`config.mk`:
```
export PLATFORM = sky130hd
export DESIGN_NAME = sld_ram
export DESIGN_NICKNAME = d
export VERILOG_FILES = /design/src/design/sld_ram.sv
export SDC_FILE = /design/constraint.sdc
export NUM_CORES = 2
export LEC_CHECK = 0
export ABC_CLOCK_PERIOD_IN_PS = 2750
export BUFFER_PORTS_ARGS = -buffer_cell sky130_fd_sc_hd__buf_2
export CORE_ASPECT_RATIO = 0.75
export CORE_UTILIZATION = 47
export CTS_BUF_LIST = sky130_fd_sc_hd__clkbuf_4 sky130_fd_sc_hd__clkbuf_8
export DETAILED_ROUTE_END_ITERATION = 10
export PLACE_DENSITY = 0.73
export SYNTH_ARGS = -nofsm -noshare
export SYNTH_HDL_FRONTEND = slang
export SYNTH_SLANG_ARGS = --single-unit
```
`constraint.sdc`:
```
create_clock -name i_clk -period 2.75 [get_ports i_clk]
set_clock_uncertainty 0.2 [all_clocks]
set_input_delay 0.275 -clock i_clk [delete_from_list [all_inputs] [get_ports i_clk]]
set_output_delay 0.275 -clock i_clk [all_outputs]
set_load 0.005 [all_outputs]
```
`src/design/sld_ram.sv`:
```
// generic simple dual-port ram, one write and one registered read per cycle
// no dependencies
`default_nettype none

module sld_ram #(
    parameter int WIDTH = 8,
    parameter int DEPTH = 512,
    parameter int AW = $clog2(DEPTH)
) (
    input  wire logic             i_clk,
    input  wire logic             i_we,
    input  wire logic [AW-1:0]    i_waddr,
    input  wire logic [WIDTH-1:0] i_wdata,
    input  wire logic             i_re,
    input  wire logic [AW-1:0]    i_raddr,
    output logic      [WIDTH-1:0] o_rdata
);

    logic [WIDTH-1:0] r_mem [DEPTH];
    logic [WIDTH-1:0] r_rdata;

    always_ff @(posedge i_clk) begin
        if (i_we) begin
            r_mem[i_waddr] <= i_wdata;
        end
        if (i_re) begin
            r_rdata <= r_mem[i_raddr];
        end
    end

    assign o_rdata = r_rdata;

endmodule

`default_nettype wire

```
# == Yosys cells after proc, flatten, opt, wreduce, memory -nomap -nowiden ==
# Memory sizes are Yosys's and may differ from the RTL's. A register that Yosys moved wholly into a read port is not among the register bits.
# Index checks and enable logic that the tools add are counted.
# op_classes
n_mux,2
# op_table
operator,n
1-bit 2-to-1 mux,2
# word_totals
ramBits,4096
in_bits,29
output_inout_bits,8
n_memories,1
wordCells,3
reg_bits,0
# mem_list
name,depth,width,read_ports,rd_ports_with_merged_regs,wr,line_no,source
r_mem,512,8,1,1,1,19,logic [WIDTH-1:0] r_mem [DEPTH];

# == Logic depth before layout (Yosys ltp) ==
# depth
depth_word,2
mapped_depth,12
depth_no_buf,7

# == Least setup slack after synthesis ==
# No wires, ideal clock.
# synth_path
kind,input to register
start,in i_raddr[0]
end,"reg r_rdata[0] (netlist: o_rdata[0]) (read register of r_mem), data pin"
path_stages,10
required_time_ns,2.293
n_path_buf,4
t_arrival_ns,2.129
setup_slack_ns,0.164
setup_time_ns,0.257
path_cell_list,buf_4 buf_12 buf_12 buf_2 mux4_2 o21ai_0 nand3_1 nand4_1 o21ai_0 o2111a_1
# synth_rtl
element,line_no,source
"start, declared",15,"input wire logic [AW-1:0] i_raddr,"
"end, declared",20,logic [WIDTH-1:0] r_rdata;

==> out/qor.txt <==
status: finished, violations left
failing checks: setup timing
Cell Chain, Critical Path: mux4_2 > o22ai_1 > buf_4 > a22oi_1 > nand4_1 > o21ai_0 > o2111a_1
CTS Buf Count: 592
Wirelength per Cell: 29.5 um
Post-DRT Antenna Nets: 0
syn_area_per_cell: 19.9 um^2
drt pass-1 iters: 8
Pwr per Cell Area: 657 nW/um^2
syn_nets: 8,059
htree depth: 6
GR Util All Layers: 0.245
Ys Warns: 0
main flop type after synthesis: edfxtp_1
Max clock buf depth: 4
Setup CP Type: reg2reg
worst-margin pin slew: 978 ps
CP Buf/Inv Count: 1
register bit total from synthesis: 4,104
register area share after synthesis: 0.770
final total power: 123 mW
Worst path max stage delay: 480 ps
Post-Syn Instances: 8,030
setup violators final: 2
Hold Crit Start: i_wdata[4]
Hold Path End: r_mem[490][4]
Area Overhead vs Synth: 17.1%
vias per cell: 6.18
Max transition margin: 0.348
fraction of synthesis flops using an asynchronous set or reset pin: 0
Worst Hold Path Cells: 2
Die W: 676 um
DRC viols: 0
Clk pin slew, worst setup/hold paths: 70 ps
largest net degree at the start of global routing: 142
Initial Utilization: 0.472
Synth top area share: 0.770
maximum clock rate: 361 MHz
Fin. Hold Viols: 0
Yosys top cell by area: edfxtp_1
main area contributors after synthesis: edfxtp_1, mux4_2, mux2i_1
first-pass GRT wire length: 611,000 um
CP Data Required Time: 3410 ps
total of max-cap violations: 0
Routed WL: 428,000 um
reg2reg start: r_mem[119][7]
Static Leak: 62.3 nW
TritonCTS clock tree: built
worst skew pair latency: 1110 ps
via count: 89,600
die area: 343,000 um^2
Worst R2R Path Depth: 7
maximum VDD drop: 0.462 mV
Detail Placement HPWL: 275,000 um
Die Span Y: 507 um
CP arrival: 3430 ps
core outline area: 339,000 um^2
Startpoint Class: flip-flop
initial DRC count: 14,100
FF-to-FF End: o_rdata[7]
I/O pin count: 37
pre-CTS setup slack: -1080 ps
Final Max Tran Viols: 0
crit end category: flip-flop
Crit-path slowest cell: mux4_2
root buf cell: clkbuf_8
Rows: 185
layout cells sized above 1: 0.304
gp weighted congestion: 0.972
fin crit share: 1.01
antenna violations before repair: 23
vias in the first global route: 89,100
library cells used by synthesis: 50
Hold/Removal Path Class: in2reg
CP max FO: 1
nets@finish: 9,599
Final WS setup: -17.1 ps
reg-to-reg slack, setup: -20 ps
Congestion Overflow GR: 0
number of enable flip-flop cells after synthesis: 4,104
TritonCTS Sinks: 4,104
Tmin final: 2770 ps
delay-heaviest family, CP: compound AO/OA/AOI/OAI gates
IO Port Bufs: 36
Core Util, Final: 0.553
Synth Cell Area: 160,000 um^2
-- synth_stat cells, drive strengths merged, types with 36 or more instances --
master  instances
a22oi          61
nor4           36
nand3          36
o22ai         163
a21oi         194
mux4          654
o221ai        372
nor2          597
edfxtp       4104
o21ai         119
nor3          109
mux2i         797
buf           248
nand2         111
clkbuf        265
-- placed cells by master, fill, tap and decap left out, drive strengths merged, types with 36 or more instances in the layout --
cell type,instances
o221ai,372
a22oi,61
edfxtp,4104
a21oi,194
nor2,597
nor3,109
clkbuf,797
o22ai,163
o21ai,119
nand2,111
mux2i,797
nor4,36
buf,1429
nand3,36
mux4,654
clkinv,191
-- registers in the layout (all words and copies together), names as in the netlist --
name and cells:
o_rdata 8, r_mem 4096
-- per-stage QoR --
step           TNS [ps]  cells  hold slack, ps  cell area (um^2)
4_1_cts               0  14500            38.2            187000
6_report          -18.4  14500             118            187000
5_1_grt           -3.12  14500            60.4            187000
2_1_floorplan         0   8030             174            160000
3_5_place_dp      -7860  13400             503            176000
3_3_place_gp      -7720  13400             495            176000
-- repair_timing --
action	4_1_cts	5_1_grt
hold endpoints to repair	4616	0
hold buffers	30	0
pin swaps	2	9
setup endpoints to repair	6	8
gates resized for setup	17	30
cloned	0	0
buffers inserted	0	0
-- kinds of logic after synthesis --
| group | synth area share |
|---|---|
| mux | 0.142 |
| simple gates | 0.0263 |
| compound gates | 0.0431 |
| flops | 0.770 |
| buf+inv | 0.0185 |
-- where the power goes --
part | internal, mW | leakage (nW) | total (mW) | switching, mW
sequential | 68.9 | 36.9 | 68.9 | 0.0311
combinational | 2.71 | 19.5 | 7.28 | 4.57
clock | 23.8 | 5.85 | 46.8 | 23.0
-- worst register-to-register path: cells and delay by family, from the launching register on --
| kind | cells | cell delay (ps) |
|---|---|---|
| compound gates | 4 | 1030 |
| buf+inv | 1 | 200 |
| flops | 1 | 370 |
| mux | 1 | 480 |
| simple gates | 1 | 260 |
-- routing by layer --
metal,routed length (um),global-route usage
met1,167000,0.355
met2,187000,0.353
met3,60300,0.0797
met4,13200,0.0744
met5,94,0
-- how the worst max path moves through the flow --
stage                              from         end  depth (start not counted)
after floorplan              i_raddr[0]  o_rdata[0]                         10
after global placement       i_raddr[0]  o_rdata[1]                         11
after detailed placement     i_raddr[0]  o_rdata[6]                         11
after CTS                 r_mem[273][0]  o_rdata[0]                          8
after global routing      r_mem[193][6]  o_rdata[6]                          9
final                     r_mem[119][7]  o_rdata[7]                          7
-- layout make-up --
cell class                 instances  area, um^2
fill                           24700      151000
sequential                      4104      123000
multi-input combinational       3410       34200
timing repair buffer            1459       13100
clock buffer                     797        9770
tap                             4488        5620
clock inverter                   236        1370
antenna                           12        30.0
inverter                           3        18.8
Power figures use the tool's default switching activity.
